## src/hw/rtl/osdtlo_pkg.sv

```systemverilog
// ----------------------------------------------------------------------------
// OSD text luma overlay package
// Shared constants, register indexes and the 5x7 digit font for the overlay.
// ----------------------------------------------------------------------------
`default_nettype none

package osdtlo_pkg;

  localparam int COORD_BITS_DEF = 12;
  localparam int MAX_TEXT_CHARS = 32;

  localparam int CFG_DATA_W  = 64;
  localparam int CFG_INDEX_W = 2;
  localparam int LEN_W       = 5;
  localparam int LUMA_W      = 8;
  localparam int CODE_W      = 4;

  localparam logic [CFG_INDEX_W-1:0] CFG_IDX_CHARS_LOW  = 2'd0;
  localparam logic [CFG_INDEX_W-1:0] CFG_IDX_CHARS_HIGH = 2'd1;
  localparam logic [CFG_INDEX_W-1:0] CFG_IDX_LENGTH     = 2'd2;

  localparam logic [LEN_W-1:0]  TEXT_LENGTH_RST = 5'd19;
  localparam logic [LUMA_W-1:0] LUMA_TEXT = 8'd235;
  localparam logic [LUMA_W-1:0] LUMA_BOX  = 8'd16;

  localparam int TEXT_X0   = 10;
  localparam int TEXT_Y0   = 10;
  localparam int BOX_X0    = 8;
  localparam int BOX_Y0    = 8;
  localparam int BOX_H     = 18;
  localparam int BOX_PAD   = 3;
  localparam int CELL_W    = 11;
  localparam int GLYPH_W   = 5;
  localparam int GLYPH_H   = 7;
  localparam int GLYPH_SCALE = 2;

  // Widest text span is 32 cells; dx below this bound covers every cell.
  localparam int TEXT_SPAN  = 32 * CELL_W;
  localparam int DX_W       = 9;
  // idx = (dx * DIV11_MUL) >> DIV11_SHIFT is exact for dx below TEXT_SPAN.
  localparam int DIV11_MUL   = 373;
  localparam int DIV11_SHIFT = 12;
  localparam int DIV11_PROD_W = 18;

  function automatic logic [GLYPH_W-1:0] glyph_row(input logic [CODE_W-1:0] code,
                                                   input logic [2:0] gy);
    logic [GLYPH_H-1:0][GLYPH_W-1:0] rows;
    logic [GLYPH_W-1:0] bits;
    case (code)
      4'd0:  rows = {5'h0E, 5'h11, 5'h19, 5'h15, 5'h13, 5'h11, 5'h0E};
      4'd1:  rows = {5'h0E, 5'h04, 5'h04, 5'h04, 5'h04, 5'h0C, 5'h04};
      4'd2:  rows = {5'h1F, 5'h08, 5'h04, 5'h02, 5'h01, 5'h11, 5'h0E};
      4'd3:  rows = {5'h1E, 5'h01, 5'h01, 5'h0E, 5'h01, 5'h01, 5'h1E};
      4'd4:  rows = {5'h02, 5'h02, 5'h1F, 5'h12, 5'h0A, 5'h06, 5'h02};
      4'd5:  rows = {5'h1E, 5'h01, 5'h01, 5'h1E, 5'h10, 5'h10, 5'h1F};
      4'd6:  rows = {5'h0E, 5'h11, 5'h11, 5'h1E, 5'h10, 5'h10, 5'h0E};
      4'd7:  rows = {5'h08, 5'h08, 5'h08, 5'h04, 5'h02, 5'h01, 5'h1F};
      4'd8:  rows = {5'h0E, 5'h11, 5'h11, 5'h0E, 5'h11, 5'h11, 5'h0E};
      4'd9:  rows = {5'h0E, 5'h01, 5'h01, 5'h0F, 5'h11, 5'h11, 5'h0E};
      4'd10: rows = {5'h00, 5'h00, 5'h00, 5'h1F, 5'h00, 5'h00, 5'h00};
      4'd11: rows = {5'h00, 5'h04, 5'h04, 5'h00, 5'h04, 5'h04, 5'h00};
      default: rows = '0;
    endcase
    case (gy)
      3'd0: bits = rows[0];
      3'd1: bits = rows[1];
      3'd2: bits = rows[2];
      3'd3: bits = rows[3];
      3'd4: bits = rows[4];
      3'd5: bits = rows[5];
      3'd6: bits = rows[6];
      default: bits = '0;
    endcase
    return bits;
  endfunction

endpackage

`default_nettype wire

```

## src/hw/rtl/osd_text_luma_overlay_core.sv

```systemverilog
// ----------------------------------------------------------------------------
// OSD text luma overlay core
// Draws a dark box and a line of scaled 5x7 digits over a luma pixel stream.
// ----------------------------------------------------------------------------
//  Channel  Ports                                  Transfer when
//  input    start, busy, in_pixel_luma/column/row   start high, busy low
//  result   out_valid, out_luma_out, out_overlay_hit out_valid high
//  config   cfg_we, cfg_index, cfg_data             cfg_we high
//
//  One pixel is taken every cycle; busy stays low.
//  The result passes the input register, then the font lookup and compare
//  logic into the result register.
//  Reset clears the text registers and sets the text length to 19.
//  The receiver cannot stall the result strobe.
// ----------------------------------------------------------------------------
`default_nettype none

module osd_text_luma_overlay_core #(
  parameter int COORD_BITS = osdtlo_pkg::COORD_BITS_DEF
) (
  input  wire                                   clk,
  input  wire                                   rst_n,
  input  wire                                   start,
  output logic                                  busy,
  input  wire  [osdtlo_pkg::LUMA_W-1:0]         in_pixel_luma,
  input  wire  [COORD_BITS-1:0]                 in_pixel_column,
  input  wire  [COORD_BITS-1:0]                 in_pixel_row,
  output logic                                  out_valid,
  output logic [osdtlo_pkg::LUMA_W-1:0]         out_luma_out,
  output logic                                  out_overlay_hit,
  input  wire                                   cfg_we,
  input  wire  [osdtlo_pkg::CFG_INDEX_W-1:0]    cfg_index,
  input  wire  [osdtlo_pkg::CFG_DATA_W-1:0]     cfg_data
);
  import osdtlo_pkg::*;

  localparam int XW = COORD_BITS + 1;
  localparam int IDX_W = LEN_W;

  logic [CFG_DATA_W-1:0] chars_low_r;
  logic [CFG_DATA_W-1:0] chars_high_r;
  logic [LEN_W-1:0]      text_len_r;

  logic                  in_valid_r;
  logic [LUMA_W-1:0]     in_luma_r;
  logic [COORD_BITS-1:0] in_col_r;
  logic [COORD_BITS-1:0] in_row_r;

  logic                  out_valid_nxt;
  logic [LUMA_W-1:0]     luma_nxt;
  logic                  hit_nxt;

  logic [XW-1:0]           col_x;
  logic [XW-1:0]           row_x;
  logic [XW-1:0]           dx;
  logic [XW-1:0]           dy;
  logic [XW-1:0]           box_w;
  logic                    in_box;
  logic                    text_band;
  logic [DX_W-1:0]         dx_s;
  logic [DIV11_PROD_W-1:0] div_prod;
  logic [IDX_W-1:0]        cell_idx;
  logic [DX_W-1:0]         cell_base;
  logic [CODE_W-1:0]       cell_off;
  logic [2:0]              gx;
  logic [2:0]              gy;
  logic [2*CFG_DATA_W-1:0] chars_all;
  logic [CODE_W-1:0]       code;
  logic [GLYPH_W-1:0]      row_bits;
  logic                    lit;

  assign busy = 1'b0;

  always_ff @(posedge clk) begin
    if (!rst_n) begin
      chars_low_r  <= '0;
      chars_high_r <= '0;
      text_len_r   <= TEXT_LENGTH_RST;
    end else if (cfg_we) begin
      case (cfg_index)
        CFG_IDX_CHARS_LOW:  chars_low_r  <= cfg_data;
        CFG_IDX_CHARS_HIGH: chars_high_r <= cfg_data;
        CFG_IDX_LENGTH:     text_len_r   <= cfg_data[LEN_W-1:0];
        default: ;
      endcase
    end
  end

  always_ff @(posedge clk) begin
    if (!rst_n) begin
      in_valid_r <= 1'b0;
      out_valid  <= 1'b0;
    end else begin
      in_valid_r <= start;
      out_valid  <= out_valid_nxt;
    end
  end

  always_ff @(posedge clk) begin
    in_luma_r       <= in_pixel_luma;
    in_col_r        <= in_pixel_column;
    in_row_r        <= in_pixel_row;
    out_luma_out    <= luma_nxt;
    out_overlay_hit <= hit_nxt;
  end

  always_comb begin
    col_x = {1'b0, in_col_r};
    row_x = {1'b0, in_row_r};
    dx    = col_x - XW'(TEXT_X0);
    dy    = row_x - XW'(TEXT_Y0);

    box_w  = XW'(text_len_r) * XW'(CELL_W) + XW'(BOX_PAD);
    in_box = (col_x >= XW'(BOX_X0)) && (col_x < XW'(BOX_X0) + box_w) &&
             (row_x >= XW'(BOX_Y0)) && (row_x < XW'(BOX_Y0 + BOX_H));

    text_band = (col_x >= XW'(TEXT_X0)) && (row_x >= XW'(TEXT_Y0)) &&
                (dy < XW'(GLYPH_H * GLYPH_SCALE)) && (dx < XW'(TEXT_SPAN));

    dx_s      = dx[DX_W-1:0];
    div_prod  = DIV11_PROD_W'(dx_s) * DIV11_PROD_W'(DIV11_MUL);
    cell_idx  = div_prod[DIV11_SHIFT +: IDX_W];
    cell_base = DX_W'(cell_idx) * DX_W'(CELL_W);
    cell_off  = CODE_W'(dx_s - cell_base);
    gx        = cell_off[3:1];
    gy        = dy[3:1];

    chars_all = {chars_high_r, chars_low_r};
    if ((IDX_W + 1)'(cell_idx) >= (IDX_W + 1)'(MAX_TEXT_CHARS)) begin
      code = 4'd12;
    end else begin
      code = chars_all[{cell_idx, 2'b00} +: CODE_W];
    end
    row_bits = glyph_row(code, gy);

    lit = text_band && (cell_idx < text_len_r) &&
          (cell_off < CODE_W'(GLYPH_W * GLYPH_SCALE)) &&
          row_bits[3'(GLYPH_W - 1) - gx];

    out_valid_nxt = in_valid_r;
    if (lit) begin
      luma_nxt = LUMA_TEXT;
      hit_nxt  = 1'b1;
    end else if (in_box) begin
      luma_nxt = LUMA_BOX;
      hit_nxt  = 1'b1;
    end else begin
      luma_nxt = in_luma_r;
      hit_nxt  = 1'b0;
    end
  end

endmodule

`default_nettype wire
```

## config.mk

```make
export PLATFORM = sky130hd
export DESIGN_NAME = osd_text_luma_overlay_core
export DESIGN_NICKNAME = d
export VERILOG_FILES = /design/src/hw/rtl/osdtlo_pkg.sv /design/src/hw/rtl/osd_text_luma_overlay_core.sv
export SDC_FILE = /design/constraint.sdc
export NUM_CORES = 1
export LEC_CHECK = 0
export ABC_AREA = 1
export BUFFER_PORTS_ARGS = -buffer_cell sky130_fd_sc_hd__buf_2
export CAP_MARGIN = 20
export CORE_ASPECT_RATIO = 0.7
export CORE_MARGIN = 5
export CORE_UTILIZATION = 40
export CTS_CLUSTER_SIZE = 14
export DETAILED_ROUTE_END_ITERATION = 8
export PLACE_DENSITY_LB_ADDON = 0.05
export SYNTH_ARGS = -nofsm -noshare
export SYNTH_HDL_FRONTEND = slang
export SYNTH_SLANG_ARGS = --single-unit
```

## constraint.sdc

```tcl
create_clock -name clk -period 10.05 [get_ports clk]
set_input_delay 1.005 -clock clk [delete_from_list [all_inputs] [get_ports clk]]
set_output_delay 1.005 -clock clk [all_outputs]
set_load 0.05 [all_outputs]
```

==> Yosys cells after proc, flatten, opt, wreduce, memory -nomap -nowiden <==
Memories as Yosys holds them, arrays and structs flattened.
Cells that the tools add are included.
{ "word_totals": {"input_bits": 102, "mem_bits_ro": 560, "wordCells": 61, "out_inout_bits": 11, "reg_bits": 176, "n_memories": 1} }
{ "mem_list": {"columns": ["name", "depth", "word_bits", "rd", "rd_ports_with_merged_regs", "write_ports", "line_no", "text"], "rows": [
  ["(no name shown)", 16, 35, 1, 0, 0, "osdtlo_pkg.sv:49", "case (code)"]
]} }
{ "op_classes": {"mux": 5, "addsub": 6, "n_reduce_logical": 15, "n_eq_ne": 8, "order_cmp": 11, "n_mul": 3, "shift": 1} }
{ "op_table": {"columns": ["operator", "n"], "rows": [
  ["indexed part select 128 x 8 -> 4 bit", 1],
  ["greater-or-equal comparator 12 x 4 -> 1 bit (second input constant)", 4],
  ["one-hot mux 5 bit (7 select lines)", 1],
  ["subtractor 12 x 4 -> 13 bit (second input constant)", 2],
  ["multiplier 9 x 9 -> 17 bit (second input constant)", 1],
  ["less-than comparator 13 x 4 -> 1 bit (second input constant)", 1],
  ["less-than comparator 13 x 9 -> 1 bit (second input constant)", 1],
  ["less-than comparator 12 x 11 -> 1 bit", 1],
  ["less-than comparator 12 x 5 -> 1 bit (second input constant)", 1],
  ["adder 4 x 10 -> 11 bit (first input constant)", 1],
  ["adder 9 x 2 -> 10 bit (second input constant)", 1],
  ["== test 3 bit (second input constant)", 3],
  ["logical AND 1 bit", 9],
  ["multiplier 5 x 4 -> 9 bit (second input constant)", 1],
  ["2-to-1 mux 8 bit", 1],
  ["== test 3 x 2 -> 1 bit (second input constant)", 2],
  ["AND reduction 2 bit", 3],
  ["less-than comparator 5 bit", 1],
  ["multiplier 5 x 4 -> 4 bit (second input constant)", 1],
  ["less-than comparator 3 x 4 -> 1 bit (second input constant)", 1],
  ["less-than comparator 4 bit (second input constant)", 1],
  ["subtractor 4 bit", 1],
  ["binary-select mux 1 bit (select 3 bit)", 1],
  ["== test 3 x 1 -> 1 bit (second input constant)", 1],
  ["other kinds (7)", 8]
]} }

==> Depth between registers and ports, before layout <==
{ "depth": {"ltp_word": 9, "ltp_mapped": 51, "depth_no_buf": 50} }

==> Worst setup path before layout <==
Ideal clock, no wire load.
{ "synth_path": {"kind": "reg-to-reg", "start": "reg in_col_r[1]", "end": "reg out_luma_out[2] in the netlist's numbering", "setup_ns": 0.110, "period_less_slack_ns": 7.088, "arrival_time_ns": 6.978, "path_stages_with_launch": 39, "n_path_buf": 2, "required_time_ns": 9.940, "setup_slack_ns": 2.962, "path_cell_list": "dfxtp_1 inv_1 ha_1 nor2_1 nor2_1 nand2_1 xor2_1 ha_1 fa_1 inv_1 fa_1 fa_1 inv_1 ha_1 nand2_1 inv_1 nand2_1 nand2_1 [... 3 more ...] nand2_4 buf_8 buf_4 ha_1 inv_1 fa_1 inv_1 ha_1 nand3_1 nand2_1 xor2_1 xnor2_1 a21oi_1 or4_1 inv_1 nand2_4 nand2_4 nor2_2"} }
{ "synth_between": {"elab_chain_len": 9, "elab_cells_between_ends": 26, "cone_classes": "add/sub (3); mul (2); order compare (6); shift (1); mux (3); reduce/logical (10); memory (1)"} }
{ "synth_rtl": {"columns": ["element", "line_no", "text"], "rows": [
  ["start: declaration", "osd_text_luma_overlay_core.sv:46", "logic [COORD_BITS-1:0] in_col_r;"],
  ["start signal: assignment", "osd_text_luma_overlay_core.sv:101", "in_col_r <= in_pixel_column;"],
  ["subtractor 12 x 4 -> 13 bit", "osd_text_luma_overlay_core.sv:110", "dx = col_x - XW'(TEXT_X0);"],
  ["multiplier 9 x 9 -> 17 bit", "osd_text_luma_overlay_core.sv:121", "div_prod = DIV11_PROD_W'(dx_s) * DIV11_PROD_W'(DIV11_MUL);"],
  ["multiplier 5 x 4 -> 4 bit / indexed part select 128 x 8 -> 4 bit (equally long branches)", "osd_text_luma_overlay_core.sv:123, osd_text_luma_overlay_core.sv:132", null],
  ["subtractor 4 bit / memory read (16 x 35 bit) (equally long branches)", null, null],
  ["subtractor 3 bit / one-hot mux 5 bit (7 select lines) (equally long branches)", "osd_text_luma_overlay_core.sv:138, osdtlo_pkg.sv:64", null],
  ["binary-select mux 1 bit (select 3 bit)", "osd_text_luma_overlay_core.sv:138", "row_bits[3'(GLYPH_W - 1) - gx];"],
  ["2-to-1 mux 1 bit (not written as such)", "osd_text_luma_overlay_core.sv:138", null],
  ["logical AND 1 bit", "osd_text_luma_overlay_core.sv:137", "(cell_off < CODE_W'(GLYPH_W * GLYPH_SCALE)) &&"],
  ["OR reduction 2 bit (no line) (*)", null, null],
  ["end signal: assignment", "osd_text_luma_overlay_core.sv:103", "out_luma_out <= luma_nxt;"],
  ["end: declaration", "osd_text_luma_overlay_core.sv:29", "output logic [osdtlo_pkg::LUMA_W-1:0] out_luma_out,"]
]} }
Mark *: on every way between the ends. The rest lies on a longest branch, timed or not. The select of a mux whose other input is x is not followed.
A chain may end at the register's enable or synchronous reset.

==> Final worst setup path <==
Same ends and word-level chain as after synthesis.

==> flow_summary.toml <==
[worst_setup_path]
startpoint = "in_col_r[1]$_DFF_P_"
rrSetupSlack_ns = 1.68
crit_path_end = "out_luma_out[2]$_SDFF_PP0_"
rr_startpoint = "in_col_r[1]$_DFF_P_"
start_kind = "flop"
cp_max_fo = 29
cpPeakStageDelay_ns = 0.65
reg2reg_to = "out_luma_out[2]$_SDFF_PP0_"
worst-setup-path-type = "flop to flop"
worst_setup_path_end_kind = "flop"
critPathTopFamily = "simple AND/OR/NAND/NOR gates"
crit_path_frequent_cell = "nand2_1"
critPathBufInv = 8
reg2regPathDepth = 48
crit_required_ns = 10.40
worst_path_max_delay_cell = "nand2_2"
cp.depth = 48
critPathArrivalTime_ns = 8.72

[cts]
cts_tree = "built"
clock_insertion_delay_worst_skew_ns = 0.45
cts_setup_buffers = 0
cts_resized = 0
cts_hold_buf = 0
clkTransAtPathRegs_ns = 0.07
cts_max_path_buffers = 2
clock-sinks = 175
htreeDepth = 4
cts_buffers = 17
clock-root-buffer = "clkbuf_16"

[logic_synthesis]
synth_cell_types = 49
synth_top_area_frac = 0.3205
yosys-top-cells-count = "318 x nand2_1, 272 x nor2_1, 179 x inv_1, 175 x dfxtp_1, 148 x o21ai_0"
dominantRegCellSynth = "dfxtp_1"
postSynthAreaPerCell_um2 = 6.984
synth_area_leaders = "dfxtp_1 32%, nand2_1 11%, ha_1 10%"
synth_area_mm2 = 0.01093
async_reset_ff_frac = 0
synth_nets = 1781
seq_area_frac_synth = 0.3205
yosys_warnings = 0
synth_cells = 1565
synth_edf_count = 0
synth.ff_latch_count = 175
yosys.cell_count.top_type = "nand2_1"
yosys.area.top_type = "dfxtp_1"

[grt]
grt_antenna_before_repair = 0
overflow = 0
grtUsageTotal = 0.2009
grt_start_max_net_pins = 88
grt_pass1_wl_um = 50310
grt_pass1_vias = 9376

[placement]
place_hpwl_um = 21530
io_buffers = 110
pre_cts_ws_ns = 1.646
place.gp.congestion = 0.8817

[final_layout]
diodes = 0
final_nets = 1855
final_util = 0.4561
drive_gt1_frac = 0.1206
area_growth_pct = 12.00
fillCellCount = 2834

[floorplanning]
die_x_um = 207.6
core-area_mm2 = 0.02684
chipHeight_um = 148.3
initial_core_util = 0.4072
num_rows = 50
ios = 113
design.die.area_mm2 = 0.03078

[drt]
routedWlPerCell_um = 15.28
num_vias = 9920
routed_wl_um = 30770
drc_errors = 0
routed_via_density = 4.926
ant_nets = 0
drtIter0Drc = 611
drt_first_pass_iters = 5

[sta]
timing.fmax_mhz = 119.5
fin_crit_ns = 8.369
worstMarginPinSlew_ns = 0.8879
setup_ws_ns = 1.681
setup_violations = 0
skew_ns = 0.009125
slew_viol_final = 0
rsz0062_at_grt = "false"
max-slew-margin-rel = 0.4059
setup_tns_ns = 0
timing.final.crit_share = 0.8328
hold_violations = 0

[run_status]
status = "finished, final reports clean"

[worst_hold_path]
hp-class = "flop to flop"
hold_depth = 2

[job]
max_cap_violations = 0
[registers in the layout, summed over array words and instances, names as in the netlist]
| name | count |
|---|---|
| in_luma_r | 8 |
| chars_low_r | 64 |
| out_valid | 1 |
| in_valid_r | 1 |
| text_len_r | 5 |
| out_luma_out | 8 |
| out_overlay_hit | 1 |
| chars_high_r | 64 |
| in_row_r | 11 |
| in_col_r | 12 |
[cells by family after synthesis]
family | synth area share
simple gates | 0.2936
buf+inv | 0.09674
compound gates | 0.1183
flops | 0.3205
fa+ha+maj | 0.1484
xor+xnor | 0.02210
other cells | 0.0003431
[final cells by class]
class | count | area, um^2 | area share
Clock buffer | 21 | 460.4 | 0.03762
Clock inverter | 9 | 108.9 | 0.008893
Timing Repair Buffer | 119 | 638.1 | 0.05213
Multi-Input combinational cell | 1141 | 6379 | 0.5211
Sequential cell | 175 | 3503 | 0.2862
Tap cell | 364 | 455.4 | 0.03721
Inverter | 185 | 695.7 | 0.05683
[cells in the final DEF, fill, tap and decap left out, types with 3 or more instances in the layout]
master     count
a21o_1         6
nand2_1      318
nor2_1       272
nor4_1         3
o211ai_1      13
buf_4          8
nand2_2       15
buf_2        110
dfxtp_1      175
xor2_1         9
nand2_4        5
inv_1        177
nor3_1         3
xnor2_1       13
o21ai_0      148
a21oi_1       54
o21bai_1       3
clkinv_2       4
fa_1          26
clkbuf_16     17
nand3_1      115
o21ai_1        3
nand4_1       10
nand3_2        3
ha_1          88
inv_2          6
nor2_2         6
[through the flow]
step	instance area [um^2]	hold WS [ns]	instances
floorplan	10930	0.3905	1565
global placement	11640	0.3920	1983
detailed placement	11670	0.3996	1984
CTS	12240	0.4157	2014
global route	12240	0.4444	2014
finish	12240	0.4111	2014
[worst register-to-register path, delay by kind of cell (launching register included)]
family | cells | cell delay (ns)
simple gates | 32 | 3.51
fa+ha+maj | 7 | 2.91
buf+inv | 8 | 0.98
flops | 1 | 0.49
xor+xnor | 1 | 0.44
[how the worst min path moves through the flow]
stage	slack (ns)	from	end
floorplan	0.39	in_valid_r$_SDFF_PN0_	out_valid$_SDFF_PN0_
global placement	0.39	in_valid_r$_SDFF_PN0_	out_valid$_SDFF_PN0_
detailed placement	0.40	in_valid_r$_SDFF_PN0_	out_valid$_SDFF_PN0_
CTS	0.42	in_valid_r$_SDFF_PN0_	out_valid$_SDFF_PN0_
global route	0.44	in_luma_r[2]$_DFF_P_	out_luma_out[2]$_SDFF_PP0_
finish	0.41	in_valid_r$_SDFF_PN0_	out_valid$_SDFF_PN0_
[metal layers]
layer	track usage	routed length, um	vias up	part of all wire
met4	0.03997	248	0	0.0081
met2	0.2883	12550	178	0.41
met5	0	0	-	0
met3	0.03900	1382	16	0.045
li1	-	-	5123	-
met1	0.3114	16600	4603	0.54
Power is left out: the tool's default activity adds up to more than one toggle a clock period on the data nets, which glitch-free logic cannot reach.
